File: src/max_elevation_quadtree_defines.svh
// Assertion helpers shared by the RTL.
`ifndef MAX_ELEVATION_QUADTREE_DEFINES_SVH
`define MAX_ELEVATION_QUADTREE_DEFINES_SVH

// Same-cycle implication, gated off during reset.
`define MEQ_ASSERT_SAME(lbl, ante, cons, msg) \
    lbl: assert property (@(posedge i_clk) disable iff (!i_rst_n) (ante) |-> (cons)) \
        else $error(msg);

// Next-cycle implication, gated off during reset.
`define MEQ_ASSERT_NEXT(lbl, ante, cons, msg) \
    lbl: assert property (@(posedge i_clk) disable iff (!i_rst_n) (ante) |=> (cons)) \
        else $error(msg);

`endif

File: src/meq_pkg.sv
package meq_pkg;

    localparam int MAX_LEVELS_DEF = 8;
    localparam int ELEV_BITS_DEF  = 16;

    localparam int OP_W       = 2;
    localparam int IDX_W      = 9;
    localparam int LVL_W      = 4;
    localparam int CFG_IDX_W  = 1;
    localparam int CFG_DATA_W = 9;

    localparam logic [OP_W-1:0] OP_CLEAR = 2'd0;
    localparam logic [OP_W-1:0] OP_WRITE = 2'd1;
    localparam logic [OP_W-1:0] OP_QUERY = 2'd2;

    localparam logic [CFG_IDX_W-1:0] REG_POST_ROWS = 1'b0;
    localparam logic [CFG_IDX_W-1:0] REG_POST_COLS = 1'b1;

    // Range flags from the node address unit.
    typedef struct packed {
        logic row_in;
        logic col_in;
    } t_dim_chk;

endpackage

File: src/meq_node_addr.sv
module meq_node_addr import meq_pkg::*; #(
    parameter int MAX_LEVELS = MAX_LEVELS_DEF,
    localparam int CW        = MAX_LEVELS + 1,
    localparam int LW        = $clog2(MAX_LEVELS + 1),
    localparam int NAW       = 2 * MAX_LEVELS
) (
    input  logic           i_fold,   // 1: cell coords, 0: node coords
    input  logic [LW-1:0]  i_depth,
    input  logic [LW-1:0]  i_lvl,
    input  logic [CW-1:0]  i_row,
    input  logic [CW-1:0]  i_col,
    input  logic [CW-1:0]  i_rows,
    input  logic [CW-1:0]  i_cols,
    output logic [NAW-1:0] o_addr,
    output t_dim_chk       o_chk
);

    logic [LW-1:0]  s_up;
    logic [LW-1:0]  s_sel;
    logic [NAW-1:0] level_base;
    logic [NAW-1:0] row_part;
    logic [NAW-1:0] col_part;
    logic [CW:0]    rows_sum;
    logic [CW:0]    cols_sum;
    logic [CW:0]    rows_dim;
    logic [CW:0]    cols_dim;

    assign s_up  = i_depth - i_lvl;
    assign s_sel = i_fold ? s_up : '0;

    // (4^L-1)/3 = 0b0101..01 with L ones
    always_comb begin
        level_base = '0;
        for (int i = 0; i < MAX_LEVELS; i++) begin
            if (LW'(i) < i_lvl) begin
                level_base[2*i] = 1'b1;
            end
        end
    end

    assign row_part = NAW'(i_row >> s_sel) << i_lvl;
    assign col_part = NAW'(i_col >> s_sel);
    assign o_addr   = level_base + row_part + col_part;

    // nodes per axis: ceil((posts-1) / 2^(n-L))
    assign rows_sum = (CW+1)'(i_rows) + ((CW+1)'(1) << s_up) - (CW+1)'(2);
    assign cols_sum = (CW+1)'(i_cols) + ((CW+1)'(1) << s_up) - (CW+1)'(2);
    assign rows_dim = rows_sum >> s_up;
    assign cols_dim = cols_sum >> s_up;

    assign o_chk.row_in = (CW+1)'(i_row) < rows_dim;
    assign o_chk.col_in = (CW+1)'(i_col) < cols_dim;

endmodule

File: config.mk
export PLATFORM = sky130hd
export DESIGN_NAME = meq_node_addr
export DESIGN_NICKNAME = d
export VERILOG_FILES = /design/src/max_elevation_quadtree_defines.svh /design/src/meq_pkg.sv /design/src/meq_node_addr.sv
export SDC_FILE = /design/constraint.sdc
export NUM_CORES = 1
export LEC_CHECK = 0
export CORE_AREA = 10 10 105 107
export DETAILED_ROUTE_END_ITERATION = 7
export DIE_AREA = 0 0 115 117
export DONT_BUFFER_PORTS = 1
export GPL_ROUTABILITY_DRIVEN = 0
export SYNTH_ARGS = -nofsm -noshare
export SYNTH_HDL_FRONTEND = slang
export SYNTH_SLANG_ARGS = --single-unit
File: constraint.sdc
create_clock -name vclk -period 11.6
set_input_delay 2.32 -clock vclk [all_inputs]
set_output_delay 2.32 -clock vclk [all_outputs]
set_load 0.02 [all_outputs]
== Yosys cells after proc, flatten, opt, wreduce, memory -nomap -nowiden ==
Cells that the tools add are included.
W data, S select, Z words.
Storage, ports and cells
  output and inout bits: 18
  register bits after elaboration: 0
  word-level logic and storage cells: 32
Operators by class
  muxes and demuxes: 9
  shift-type cells: 6
  order comparisons: 10
  add/sub/neg operators: 7
Operators by type and width (count)
  $shr A9 B4 Y16: 2
  $add A9 B10 Y10: 2
  $lt A9 B10 Y1: 2
  $shr A10 B4 Y10: 2
  $sub A10 B2 Y10 const B: 2
  $add A15 B16 Y16: 1
  $add A16 B16 Y16: 1
  $lt A3 B4 Y1 const A: 4
  $shl A16 B4 Y16: 1
  $shl A1 B4 Y10 const A: 1
  $lt A1 B4 Y1 const A: 2
  $lt A2 B4 Y1 const A: 2
  $mux W1: 8
  $mux W4: 1
  $sub A4 B4 Y4: 1

== Logic depth before layout (Yosys ltp) ==
  word-level depth: 6
  depth in mapped cells: 31
  gate-level depth less buffers: 28

== Worst setup path before layout ==
OpenSTA, ideal clock, no wires.
  path type: input port to output port
  start: in i_lvl[2]
  end: out o_chk[0] (netlist name)
  path buffers: 3
  stages: 28
  slack: 0.502 ns
  data arrival time: 8.778 ns
  cell sequence: clkbuf_1 > clkinv_1 > clkbuf_1 > ha_1 > a21oi_1 > nand2_1 > xnor2_1 > and2_1 > clkbuf_1 > nand2_1 > ha_1 > inv_1 > ha_1 > fa_1 > a21oi_1 > o21bai_1 > a211o_1 > o211ai_1 > o2bb2ai_2 > xnor3_1 > o2111a_1 > o31ai_1 > ha_1 > a21o_1 > a21o_1 > a21oi_1 > o21ai_0 > o41ai_1
RTL lines
  start: declaration: line meq_node_addr.sv:9  | input logic [LW-1:0] i_lvl,
  end: declaration: line meq_node_addr.sv:15  | output t_dim_chk o_chk

==> reports/results.tsv <==
stage	metric	value	unit
global_route	initial antenna violation count	0	
yosys	Synthesized Nets	738	
yosys	leading area contributor after synthesis	ha_1	
worst_setup_path	Worst path most repeated cell	ha_1	
routing	drt drc	0	
sta	crit share post-route	92.83	%
routing	DR vias/cell	6.252	
final_layout	sequential cell count	0	
yosys	Avg Cell Area, Syn	7.156	sq um
routing	Routed Antenna Nets	0	
floorplan	Die H	117	um
floorplan	I/O pin total	63	
yosys	post-synthesis sequential area ratio	0	%
floorplan	total die area	0.01346	sq mm
global_route	met3 GRT Util	2.192	%
worst_setup_path	CP Max Fanout	15	
yosys	Syn Inst Count	613	
sta	worst-margin pin slew	660.6	ps
global_route	met1 GRT Util	22.39	%
place	DP HPWL	10610	um
worst_setup_path	Worst Setup End Kind	output port	
yosys	ranking of synthesized cells by area	ha_1 (20%), inv_1 (5.8%), mux2i_1 (5.5%), nand2_1 (5.4%), a21oi_1 (4.4%)	
worst_setup_path	Crit path arrival time	8450	ps
sta	Slew headroom	55.56	%
worst_setup_path	CP max stage delay	400	ps
global_route	first-pass GRT wire length	20840	um
sta	fmax	92.87	MHz
final_layout	fin nets	719	
worst_setup_path	crit path kind	input port to output port	
status	status	finished, final reports clean	
sta	Final Hold Viols	0	
power	Max VDD drop	0.00004961	V
global_route	global route hottest layer	met2	
floorplan	Rows	35	
final_layout	CLK BUF	0	
yosys	Post-synth top cells	ha_1 (71), inv_1 (68), nand2_1 (63)	
clock_network	hold buffers post-CTS	0	
sta	max-slew violation count	0	
clock_network	postcts setup bufs	0	
routing	1st-pass router iterations	5	
yosys	mapped cell area	0.004387	sq mm
global_route	Total Routing Usage GR	18.17	%
worst_setup_path	CP startpoint kind	input port	
floorplan	die width	115	um
worst_hold_path	worst hold stages	2	
global_route	grt met2 use	32.28	%
routing	Vias	4395	
final_layout	Reg area	0	sq um
place	PortBufs	0	
sta	Final Critical Period	10770	ps
final_layout	layout cell share with drive strength beyond 1	6.926	%
clock_network	Post-CTS Resized	0	
floorplan	Core Area	0.009021	sq mm
final_layout	diode count	0	
worst_setup_path	CP max stage cell	and2_1	
routing	Post-Route WL	12550	um
final_layout	Area Overhead vs Synth	1.654	%
yosys	YS warnings	0	
routing	1st-iter DRT viols	361	
power	total power	482.7	uW
sta	Fin Setup TNS	0	ps
global_route	vias in the first global route	4293	
sta	RSZ-0062 raised after global routing	no	
global_route	grt total ovfl	0	
routing	post-DR wirelength/cell	17.85	um
floorplan	Initial Util	48.63	%
yosys	Synth top area share	20.25	%
power	Leakage	2.149	nW
worst_setup_path	CP required	9280	ps
yosys	count leader, synth	ha_1	
run	max-cap viol count	0	
final_layout	final non-filler cell total	703	
power	PD cells	108.3	mW/mm^2
sta	Final setup viols	0	
place	placed insts	703	
worst_hold_path	Worst Hold Class	input port to output port	
final_layout	Layout fillers	917	
global_route	largest net degree at the start of global routing	44	
yosys	Yosys cell types	77	
-- cells in the final DEF (no fill, tap or decap), types with 4 or more instances in the layout --
master      n
o2111ai_1   6
buf_4       8
nor2b_1    11
mux2_2      6
or2_2       5
xnor2_1    14
fa_1        9
mux4_2      8
o211ai_1    9
nand3_1    20
nand2_1    63
ha_1       71
o31ai_1    12
nor3_1     13
nor2_1     40
nor4_1      8
a21o_1     11
nand2b_1    9
and2_1      4
mux2i_1    24
inv_1      68
a31oi_1     8
a21oi_1    39
xor2_1     13
o21ai_0    20
a211oi_1   12
and3_1      4
o21a_1      4
-- final cells by class --
type               instances  area (sq um)  share of cell area (%)
multi-input cells        512          3990                   89.48
repair buffers             8         60.06                   1.347
well taps                111         138.9                   3.114
inverters                 72         270.3                   6.061
-- path summary, 6_finish.rpt --
path	start	endpoint	slack (ps)
worst max-delay path	i_lvl[1]	o_chk[0]	830
worst min-delay path	i_col[0]	o_chk[0]	4880
-- critical path: cells and delay by family --
family | cells | cell delay, ps
and+or+nand+nor | 5 | 1110
AOI/OAI and AO/OA | 13 | 2250
buffers and inverters | 3 | 570
adders and majority gates | 5 | 1530
xor gates and xnor gates | 2 | 640
-- power breakdown --
| group | switching (mW) | internal, mW | total (mW) |
|---|---|---|---|
| Clock | 0 | 0 | 0 |
| Combinational | 0.292 | 0.191 | 0.483 |
| Sequential | 0 | 0 | 0 |
-- per-layer routing --
layer / vias to the layer above / share of wire, % / wire [um]
li1: 2202 / - / -
met1: 2020 / 42 / 5331
met2: 141 / 49 / 6156
met3: 32 / 5.2 / 652
met4: 0 / 3.2 / 405
met5: - / 0 / 0
-- kinds of logic after synthesis --
kind of cell | synth area share (%)
AOI/OAI and AO/OA | 27.21
xor gates and xnor gates | 6.646
adders and majority gates | 24.36
buffers and inverters | 9.042
muxes | 11.12
and+or+nand+nor | 21.62
-- stage by stage --
stage	setup WS [ps]	hold WS (ps)	instance area [sq um]	utilization [%]
floorplan	502.0	4790	4387	-
global placement	1038	4880	4459	49.43
detailed placement	934.9	4873	4459	49.43
CTS	881.3	4876	4459	49.43
global route	379.7	4878	4459	49.43
finish	832.1	4878	4459	49.43
Note: power is estimated with default switching activity, not from simulation.
