`src/max_elevation_quadtree_defines.svh`:
```
// Assertion helpers shared by the RTL.
`ifndef MAX_ELEVATION_QUADTREE_DEFINES_SVH
`define MAX_ELEVATION_QUADTREE_DEFINES_SVH

// Same-cycle implication, gated off during reset.
`define MEQ_ASSERT_SAME(lbl, ante, cons, msg) \
    lbl: assert property (@(posedge i_clk) disable iff (!i_rst_n) (ante) |-> (cons)) \
        else $error(msg);

// Next-cycle implication, gated off during reset.
`define MEQ_ASSERT_NEXT(lbl, ante, cons, msg) \
    lbl: assert property (@(posedge i_clk) disable iff (!i_rst_n) (ante) |=> (cons)) \
        else $error(msg);

`endif

```
`src/meq_pkg.sv`:
```
package meq_pkg;

    localparam int MAX_LEVELS_DEF = 8;
    localparam int ELEV_BITS_DEF  = 16;

    localparam int OP_W       = 2;
    localparam int IDX_W      = 9;
    localparam int LVL_W      = 4;
    localparam int CFG_IDX_W  = 1;
    localparam int CFG_DATA_W = 9;

    localparam logic [OP_W-1:0] OP_CLEAR = 2'd0;
    localparam logic [OP_W-1:0] OP_WRITE = 2'd1;
    localparam logic [OP_W-1:0] OP_QUERY = 2'd2;

    localparam logic [CFG_IDX_W-1:0] REG_POST_ROWS = 1'b0;
    localparam logic [CFG_IDX_W-1:0] REG_POST_COLS = 1'b1;

    // Range flags from the node address unit.
    typedef struct packed {
        logic row_in;
        logic col_in;
    } t_dim_chk;

endpackage

```
`src/meq_ram.sv`:
```
module meq_ram import meq_pkg::*; #(
    parameter int DEPTH = 16,
    parameter int WIDTH = ELEV_BITS_DEF,
    localparam int AW   = (DEPTH > 1) ? $clog2(DEPTH) : 1
) (
    input  logic             i_clk,
    input  logic             i_we,
    input  logic [AW-1:0]    i_waddr,
    input  logic [WIDTH-1:0] i_wdata,
    input  logic [AW-1:0]    i_raddr,
    output logic [WIDTH-1:0] o_rdata
);

    logic [WIDTH-1:0] r_mem [DEPTH];
    logic [WIDTH-1:0] r_rdata;

    always_ff @(posedge i_clk) begin
        if (i_we) begin
            r_mem[i_waddr] <= i_wdata;
        end
        r_rdata <= r_mem[i_raddr];
    end

    assign o_rdata = r_rdata;

endmodule

```
`config.mk`:
```
export PLATFORM = sky130hd
export DESIGN_NAME = meq_ram
export DESIGN_NICKNAME = d
export VERILOG_FILES = /design/src/max_elevation_quadtree_defines.svh /design/src/meq_pkg.sv /design/src/meq_ram.sv
export SDC_FILE = /design/constraint.sdc
export NUM_CORES = 1
export LEC_CHECK = 0
export BUFFER_PORTS_ARGS = -buffer_cell sky130_fd_sc_hd__buf_2
export CAP_MARGIN = 20
export CORE_ASPECT_RATIO = 1.2
export CORE_MARGIN = 4
export CORE_UTILIZATION = 45
export CTS_CLUSTER_DIAMETER = 40
export DETAILED_ROUTE_END_ITERATION = 10
export PLACE_DENSITY_LB_ADDON = 0.05
export SYNTH_ARGS = -nofsm -noshare
export SYNTH_HDL_FRONTEND = slang
export SYNTH_SLANG_ARGS = --single-unit
```
`constraint.sdc`:
```
create_clock -name i_clk -period 3.45 [get_ports i_clk]
set_input_delay 0.69 -clock i_clk [delete_from_list [all_inputs] [get_ports i_clk]]
set_output_delay 0.69 -clock i_clk [all_outputs]
set_load 0.03 [all_outputs]
```
=== Word level (Yosys, flattened, before mapping) ===
Memory sizes are Yosys's and may differ from the RTL's. A register that Yosys moved wholly into a read port is not among the register bits.
Cells that the tools add are included.

* Memories: 1
* Word-level logic and storage cells: 3
* Bits in read-only memories: 0
* Flip-flop bits (word level): 0
* RAM bits: 256
* Input bits: 26
* Latch bits: 0
* Output and inout port bits: 16

{| class="wikitable"
|+ Memory list
! memory !! depth !! bits a word !! rd ports !! clocked after memory_dff !! write ports !! line !! source
|-
| r_mem || 16 || 16 || 1 || 1 || 1 || meq_ram.sv:14 || <nowiki>logic [WIDTH-1:0] r_mem [DEPTH];</nowiki>
|}

* Order comparisons: 0
* Equality and inequality tests: 0
* Multiplexer cells: 2
* Divide/modulo/power cells: 0
* Shifts and indexed selects: 0
* Bitwise logic cells: 0
* Multiply operators: 0
* Add/subtract/negate cells: 0
* Reductions and logical operators: 0

{| class="wikitable"
|+ Operators by type and width
! cell !! number
|-
| 1-bit 2-to-1 mux || 2
|}

=== Longest topological paths before layout ===
Gate-level depths: netlist of run 1.

* Depth in word-level cells: 2
* Gate-level depth with buffers: 5

=== Worst setup path before layout of run 1 ===
Ideal clock, no wire load.

* Kind: input port to flip-flop
* From: input i_waddr[2]
* To: memory r_mem[0][0] (netlist bit), enable pin
* Data arrival time: 2.336 ns
* Cell stages on the path: 2
* Slack: 0.705 ns
* Cells stage by stage: or3b_2 -> nor3_1

{| class="wikitable"
|+ RTL lines
! what !! line !! source
|-
| from (decl) || meq_ram.sv:8 || <nowiki>input logic [AW-1:0] i_waddr,</nowiki>
|-
| to (decl) || meq_ram.sv:14 ||
|}

Straight into the memory's write port.

==> results of run 1 <==
-- critical path, delay by kind of cell --
kind,cells,cell delay [ps]
mux,1,600
buf+inv,2,710
simple gates,1,90
compound gates,1,250
-- cells in the final DEF, fill, tap and decap left out --
master / netlist / final
buf_4: 3 / 21
nand3b_1: 2 / 2
clkinv_1: 0 / 2
edfxtp_1: 256 / 256
nand3_1: 1 / 1
dfxtp_1: 16 / 16
nand2_1: 17 / 17
bufinv_16: 0 / 6
clkinv_4: 0 / 3
clkinv_2: 0 / 3
mux4_1: 10 / 10
buf_12: 0 / 2
clkinvlp_4: 0 / 2
nor2_1: 13 / 1
clkbuf_1: 8 / 8
nor2_2: 0 / 12
nor3_2: 0 / 4
clkbuf_16: 0 / 37
or3b_2: 1 / 1
clkbuf_8: 0 / 1
mux4_2: 54 / 54
buf_2: 3 / 40
and2_1: 1 / 1
nand2b_1: 2 / 2
inv_6: 0 / 1
nor2b_2: 0 / 2
a22oi_1: 32 / 32
-- cells in the mapped netlist --
library cell  count  area [um^2]
clkbuf_1          8         30.0
dfxtp_1          16          320
nor2b_1           2         12.5
nand2_1          17         63.8
nand3_1           1         5.00
buf_4             3         22.5
nor2_1           13         48.8
buf_6             4         45.0
mux4_2           54         1220
a22oi_1          32          240
or3b_2            1         8.76
buf_1             3         11.3
edfxtp_1        256         7690
nand3b_1          2         15.0
nor3_1            4         20.0
and2_1            1         6.26
buf_2             3         15.0
nand2b_1          2         12.5
mux4_1           10          263
-- metal layers --
| metal | wire length (um) | share of wire, % | vias up |
|---|---|---|---|
| li1 | - | - | 2002 |
| met4 | 356 | 1.7 | 0 |
| met5 | 0 | 0 | - |
| met3 | 725 | 3.4 | 28 |
| met2 | 10600 | 50 | 87 |
| met1 | 9440 | 45 | 2513 |
-- kinds of logic after synthesis --
logic type             Yosys count
multiplexers                    64
AO/OA/AOI/OAI                   32
buffers and inverters           21
flip-flops                     272
AND/OR/NAND/NOR                 43
-- state kept, by name, indices dropped and copies added (netlist names) --
name,flops
o_rdata,16
r_mem,256
-- how the worst max path moves through the flow --
stage	to	depth (start not counted)	start
finish	o_rdata[9]	5	i_raddr[0]
global route	o_rdata[9]	5	i_raddr[0]
CTS	o_rdata[9]	5	i_raddr[0]
detailed placement	o_rdata[9]	5	i_raddr[0]
global placement	o_rdata[9]	5	i_raddr[0]
floorplan	r_mem[0][0]	2	i_waddr[2]
-- stage by stage --
step	power, W	hold WS (ps)	std cells	setup WS [ps]
3_5_place_dp	0.00416	657	748	850
3_3_place_gp	0.00415	654	748	885
5_1_grt	0.00809	563	811	1310
2_1_floorplan	0.00400	635	432	705
4_1_cts	0.00791	549	811	1370
6_report	0.00781	567	811	1450
-- power by group through the flow --
stage / clock network [W] / registers (W) / logic [W]
global route: 0.00397 / 0.00372 / 0.000396
CTS: 0.00382 / 0.00372 / 0.000376
detailed placement: 0 / 0.00379 / 0.000375
floorplan: 0 / 0.00382 / 0.000180
finish: 0.00373 / 0.00372 / 0.000364
global placement: 0 / 0.00378 / 0.000369
-- area by class of cell --
| type | count | area, um^2 | area share, % |
|---|---|---|---|
| clock buffer | 46 | 970 | 8.12 |
| timing repair buffer | 63 | 398 | 3.33 |
| multi-input combinational | 139 | 1970 | 16.5 |
| tap | 274 | 343 | 2.87 |
| sequential | 272 | 8010 | 67.1 |
| clock inverter | 17 | 253 | 2.12 |
==> results_dict.tcl, run 1 <==
set metrics [dict create \
    p_clk_share_pct 47.8 \
    p_seq_share_pct 47.6 \
    gr-max-usage-layer "met2" \
    diodes 0 \
    via_count 4630 \
    seq_area_frac_synth_pct 79.7 \
    overflow 0 \
    hold_viol 0 \
    synth_cells 432 \
    whs_path_depth 1 \
    grt_antenna_before_repair 0 \
    avgSynthCellArea_um2 23.2 \
    slew_violations 0 \
    insertion_delay_ps 500 \
    crit_chain "buf_4, buf_12, mux4_1, a22oi_1, nand2_1" \
    worstMarginPinSlew_ps 1100 \
    startpoint_type "input port" \
    rrSetupSlack_ps 2090 \
    cts_made_buffers 35 \
    use_met3_pct 3.25 \
    drive_gt1_share_pct 35.2 \
    p_comb_share_pct 4.7 \
    routed_via_density 5.71 \
    die_w_um 144 \
    fin_crit_ps 2000 \
    gp_congestion 0.720 \
    fmax_mhz 500 \
    clk_pin_slew_worst_paths_ps 60 \
    power.density_mw_per_mm2 654 \
    synth_top_family_by_area "multiplexers" \
    crit_path_end_kind "flip-flop" \
    initial_core_util_pct 46.0 \
    cts_resized 0 \
    required_ps 3820 \
    yosys.area_share.simple_pct 1.92 \
    routedWlPerCell_um 26.1 \
    cts_sinks 272 \
    drt_first_iter_violations 347 \
    h-tree-depth 2 \
    clockBufferDepth 3 \
    slowest_stage "mux4_1" \
    grt_pass1_wl_um 31500 \
    min_period_over_period_pct 58.0 \
    ctsHoldBuffers 0 \
    grt_max_degree 40 \
    synthXorXnorAreaFrac_pct 0 \
    use_met2_pct 29.1 \
    ir_drop_uv 440 \
    p_sw_share_pct 19.7 \
    dp_hpwl_um 11900 \
    syn-num-nets 458 \
    yosys.area_share.adder_pct 0 \
    cts_tree "built" \
    first_pass_iters 4 \
    outcome "complete, no violations" \
    rsz0062_at_grt "no" \
    fin_util_pct 54.6 \
    root_buffer "clkbuf_16" \
    row_count 59 \
    die-area_mm2 0.0248 \
    synth-seq-cells 272 \
    relSlewSlack_pct 26.1 \
    drc_errors 0 \
    synth-compound-area-share_pct 2.39 \
    fillCellCount 1698 \
    maxCapViolations 0 \
    layout-area-overhead-vs-synth_pct 18.9 \
    hold_class "in2reg" \
    core_area_mm2 0.0219 \
    yosys-mux-area-fraction_pct 14.7 \
    final_nets 537 \
    place.port_buffers 41 \
    worstHoldStart "i_wdata[12]" \
    ys_types 19 \
    worstHoldEndpoint "r_mem[5][12]" \
    clock_skew_ps 11.8 \
    ios 42 \
    r2r-end "o_rdata[3]" \
    p_leak_nw 3.95 \
    worst_ep_arrival_time_ps 2370 \
    ys_warn_count 0 \
    reg2reg_depth 3 \
    fp.dieH_um 172 \
    slowest_delay_ps 600 \
    fin_tns_setup_ps 0 \
    synth.cell_area_mm2 0.0100 \
    p_int_w 0.00627 \
    setup_viol_count_final 0 \
    grt_usage_pct 17.8 \
    placed_cell_area_mm2 0.0107 \
    final_area_mm2 0.0119 \
    grt_util_met1_pct 24.8 \
    wl_um 21200 \
    ant_nets 0 \
    post_cts_buffers 0 \
    reg2reg_from "r_mem[1][3]" \
    path_max_fanout 31 \
    switchingPower_w 0.00154 \
    grt_pass1_vias 4997 \
    criticalPathCategory "in2reg" \
]
Power figures use the tool's default switching activity.
==> run 2, diff against run 1 <==
- clock period: 3.45 -> 2 ns (I/O delays scaled with it)
==> run 2 against run 1 <==
Sequential power is 72% higher; routed wire length fell by 2.9%; global-route usage shrank 0.33 points; hold slack worse by 300 ps; critical endpoint is now o_rdata[4].
==> results_dict.tcl, run 2 (synthesized netlist as in run 1, its figures left out) <==
set metrics [dict create \
    worstHoldEndpoint "r_mem[15][1]" \
    reg2reg_depth 3 \
    clock_skew_ps 11.6 \
    slowest_delay_ps 320 \
    min_period_over_period_pct 71.2 \
    relSlewSlack_pct 29.4 \
    worstHoldStart "i_wdata[1]" \
    critPathTopFamily "flip-flops" \
    criticalPathCategory "reg2out" \
    h-tree-depth 2 \
    slowest_stage "dfxtp_1" \
    fmax_mhz 702 \
    hold_viol 0 \
    final_nets 547 \
    p_sw_share_pct 20.8 \
    drc_errors 0 \
    p_int_w 0.0107 \
    crit_path_end_kind "output pin" \
    power.density_mw_per_mm2 1100 \
    die-area_mm2 0.0248 \
    slew_violations 0 \
    grt_usage_pct 17.4 \
    mostFrequentLayoutCell "edfxtp_1" \
    clockBufferDepth 3 \
    core_area_mm2 0.0219 \
    drt_first_iter_violations 274 \
    dp_hpwl_um 12000 \
    switchingPower_w 0.00281 \
    insertion_delay_ps 500 \
    ios 42 \
    whs_path_depth 1 \
    ir_drop_uv 580 \
    layout-area-overhead-vs-synth_pct 21.8 \
    row_count 59 \
    setup_viol_count_final 0 \
    final_cell_mix "edfxtp_1, mux4_2, buf_2" \
    diodes 0 \
    post_cts_buffers 0 \
    path_max_fanout 1 \
    reg2reg_from "r_mem[0][2]" \
    cts_made_buffers 35 \
    routed_via_density 5.64 \
    cts_sinks 272 \
    drive_gt1_share_pct 37.8 \
    fin_crit_ps 1420 \
    regMostFlops "r_mem" \
    overflow 0 \
    root_buffer "clkbuf_16" \
    initial_core_util_pct 46.0 \
    crit_chain "buf_2" \
    fin_util_pct 56.0 \
    cts_resized 0 \
    p_seq_share_pct 47.5 \
    grt_antenna_before_repair 0 \
    p_comb_share_pct 5.0 \
    ant_nets 0 \
    gp_congestion 0.720 \
    first_pass_iters 4 \
    routedWlPerCell_um 25.0 \
    die_w_um 144 \
    grt_pass1_wl_um 31200 \
    fp.dieH_um 172 \
    place.port_buffers 41 \
    wl_um 20500 \
    largest_reg_flops 256 \
    required_ps 1600 \
    rsz0062_at_grt "no" \
    hold_class "in2reg" \
    grt_pass1_vias 5081 \
    outcome "complete, no violations" \
    cts_tree "built" \
    p_leak_nw 4.07 \
    r2r-end "o_rdata[2]" \
    rrSetupSlack_ps 670 \
    grt_max_degree 33 \
    via_count 4636 \
    startpoint_type "flip-flop" \
    worstMarginPinSlew_ps 1050 \
    power_w 0.0135 \
    clk_pin_slew_worst_paths_ps 60 \
    critPathBufInv 1 \
    worst_ep_arrival_time_ps 1020 \
    ctsHoldBuffers 0 \
    p_clk_share_pct 47.6 \
    maxCapViolations 0 \
]
==> run 2: cell count changes in the layout (fill, tap and decap cells not counted) <==
cell,delta
bufinv_16,-1
clkinvlp_4,+3
inv_6,+3
buf_4,-5
clkbuf_1,-5
clkinv_8,+1
clkinv_2,+2
nor3_4,+4
nor3_2,-4
buf_12,+15
clkinv_4,-1
clkbuf_16,-1
inv_8,+2
clkinv_1,-2
==> run 2: area by class of cell <==
class | instances | area (um^2)
Fill cell | 1670 | 9620
Sequential cell | 272 | 8010
Multi-Input combinational cell | 139 | 1990
Clock buffer | 40 | 926
Timing Repair Buffer | 73 | 661
Tap cell | 274 | 343
Clock inverter | 24 | 304
==> run 2: worst max-delay path by stage <==
| stage | start | slack, ps | to | depth (start not counted) |
|---|---|---|---|---|
| 6_report | o_rdata[4] | 580 | o_rdata[4] | 1 |
| 5_1_grt | o_rdata[7] | 520 | o_rdata[7] | 1 |
| 4_1_cts | o_rdata[7] | 540 | o_rdata[7] | 1 |
| 3_5_place_dp | i_raddr[0] | 110 | o_rdata[11] | 6 |
| 3_3_place_gp | i_raddr[0] | 110 | o_rdata[11] | 6 |
| 2_1_floorplan | i_waddr[2] | -10 | r_mem[1][0] | 2 |
==> run 2: power by group through the flow <==
| stage | Clock [W] | Sequential [W] | Combinational, W |
|---|---|---|---|
| floorplan | 0 | 0.00660 | 0.000312 |
| global route | 0.00685 | 0.00641 | 0.000726 |
| CTS | 0.00659 | 0.00641 | 0.000686 |
| detailed placement | 0 | 0.00653 | 0.000684 |
| global placement | 0 | 0.00652 | 0.000676 |
| finish | 0.00642 | 0.00641 | 0.000669 |
==> run 2: routing by layer <==
layer	vias to the layer above	routed length, um	track usage [%]
li1	2040	-	-
met1	2466	8660	23.2
met2	92	10600	29.6
met3	38	789	3.23
met4	0	456	5.07
met5	-	0	0
==> run 2: per-stage QoR <==
stage | std cells | hold WS (ps) | worst slack (ps) | setup TNS [ps] | cell area (um^2)
after floorplan | 432 | 499 | -14.9 | -715 | 10100
after global placement | 758 | 646 | 112 | 0 | 11000
after detailed placement | 758 | 657 | 111 | 0 | 11000
after CTS | 822 | 249 | 543 | 0 | 12200
after global routing | 822 | 263 | 516 | 0 | 12200
final | 822 | 266 | 575 | 0 | 12200
==> run 3, diff against run 2 <==
- clock period: 2 -> 1.18 ns (I/O delays scaled with it)
==> run 3 against run 2 <==
The flow now finishes with violations (setup timing); routed wire length is 5.7% higher; design area rose by 4.7%; clock-buffer cell count shrank 1; first-iteration DRC count up 19%; register-to-register slack worse by 720 ps; non-clock buffer count grew 23; largest cell class unchanged; critical path depth is the same; hold slack got worse by 190 ps; via count increased by 3.3%; total power up 67%; global-route usage is 0.95 points higher.
==> results_dict.tcl, run 3 (synthesized netlist as in run 1, its figures left out) <==
set metrics [dict create \
    gp_congestion 0.708 \
    slowest_delay_ps 370 \
    failed_checks "setup timing" \
    place.port_buffers 41 \
    fin_util_pct 58.6 \
    ctsHoldBuffers 0 \
    regMostFlops "r_mem" \
    ios 42 \
    power.density_mw_per_mm2 1760 \
    p_leak_nw 4.19 \
    rsz0062_at_grt "yes" \
    grt_pass1_wl_um 33000 \
    fin_tns_setup_ps -961 \
    whs_path_depth 1 \
    cts_made_buffers 31 \
    fillCellCount 1562 \
    mostFrequentLayoutCell "edfxtp_1" \
    initial_core_util_pct 46.0 \
    routedWlPerCell_um 25.9 \
    overflow 0 \
    worst_ep_arrival_time_ps 1040 \
    clock_skew_ps 12.3 \
    cp.depth 1 \
    fp.dieH_um 172 \
    worstMarginPinSlew_ps 724 \
    reg2reg_depth 3 \
    setup_viol_count_final 29 \
    crit_chain "buf_6" \
    critPathTopFamily "flip-flops" \
    fmax_mhz 781 \
    h-tree-depth 1 \
    maxCapViolations 0 \
    grt_antenna_before_repair 0 \
    die_w_um 144 \
    slew_violations 0 \
    final_nets 566 \
    routed_via_density 5.72 \
    root_buffer "clkbuf_16" \
    relSlewSlack_pct 51.5 \
    ir_drop_uv 1290 \
    drt_first_iter_violations 327 \
    min_period_over_period_pct 108 \
    path_max_fanout 1 \
    hold_viol 0 \
    criticalPathCategory "reg2out" \
    ant_nets 0 \
    power_w 0.0226 \
    diodes 0 \
    critPathBufInv 1 \
    setup_slack_ps -99.7 \
    via_count 4790 \
    final_cell_mix "edfxtp_1, mux4_2, buf_12" \
    die-area_mm2 0.0248 \
    pre_cts_slack_ps -453 \
    drive_gt1_share_pct 49.5 \
    core_area_mm2 0.0219 \
    dp_hpwl_um 12600 \
    cts_sinks 272 \
    startpoint_type "flip-flop" \
    first_pass_iters 4 \
    slowest_stage "dfxtp_2" \
    required_ps 940 \
    clk_pin_slew_worst_paths_ps 60 \
    clockBufferDepth 3 \
    wl_um 21700 \
    grt_max_degree 21 \
    largest_reg_flops 256 \
    insertion_delay_ps 530 \
    grt_pass1_vias 5153 \
    drc_errors 0 \
    hold_class "in2reg" \
    crit_path_end_kind "output pin" \
    outcome "finished, violations left" \
    row_count 59 \
    fin_crit_ps 1280 \
    cts_tree "built" \
    layout-area-overhead-vs-synth_pct 27.6 \
    grt_usage_pct 18.4 \
    hold_slack_ps 74.7 \
]
[run 3: cell types whose count changed in the layout (fill, tap and decap cells not counted), moves of 16 or more]
cell / delta
a22oi_1: -27
buf_2: -16
buf_12: +16
dfxtp_1: -16
dfxtp_2: +16
a22oi_2: +27
buf_6: +16
[run 3: worst paths after layout]
check	from	to	slack, ps
max	o_rdata[9]	o_rdata[9]	-100
min	i_wdata[10]	r_mem[5][10]	70
max reg2reg	r_mem[10][11]	o_rdata[11]	-50
min reg2reg	r_mem[4][15]	o_rdata[15]	660
[run 3: power by group]
group	leakage (nW)	internal [W]	switching, W
registers	2.45	0.0108	0.0000766
clock network	0.543	0.00650	0.00375
logic	1.20	0.000662	0.000758
total	4.19	0.0180	0.00459
[run 3: what timing repair did]
action	4_1_cts	5_1_grt
pin swaps	7	1
endpoints found under the setup margin	32	32
hold endpoints to repair	0	0
setup buffers	0	0
gates resized for setup	69	8
[run 3: metrics by stage]
step	std cells	cell area, um^2
detailed placement	780	11400
global route	838	12800
floorplan	432	10200
finish	838	12800
global placement	780	11400
CTS	837	12800
[run 3: layout make-up]
class | count | area [um^2] | share of cell area [%]
Clock buffer | 39 | 856 | 6.68
Tap cell | 274 | 343 | 2.68
Clock inverter | 18 | 275 | 2.15
Timing Repair Buffer | 96 | 1140 | 8.91
Sequential cell | 272 | 8030 | 62.7
Multi-Input combinational cell | 139 | 2170 | 16.9
[run 3: layer usage]
| layer | GRT usage (%) | vias up | routed length (um) |
|---|---|---|---|
| li1 | - | 2057 | - |
| met1 | 27.4 | 2597 | 9550 |
| met2 | 29.5 | 107 | 10800 |
| met3 | 2.39 | 29 | 1010 |
| met4 | 4.02 | 0 | 323 |
| met5 | 0 | - | 0 |
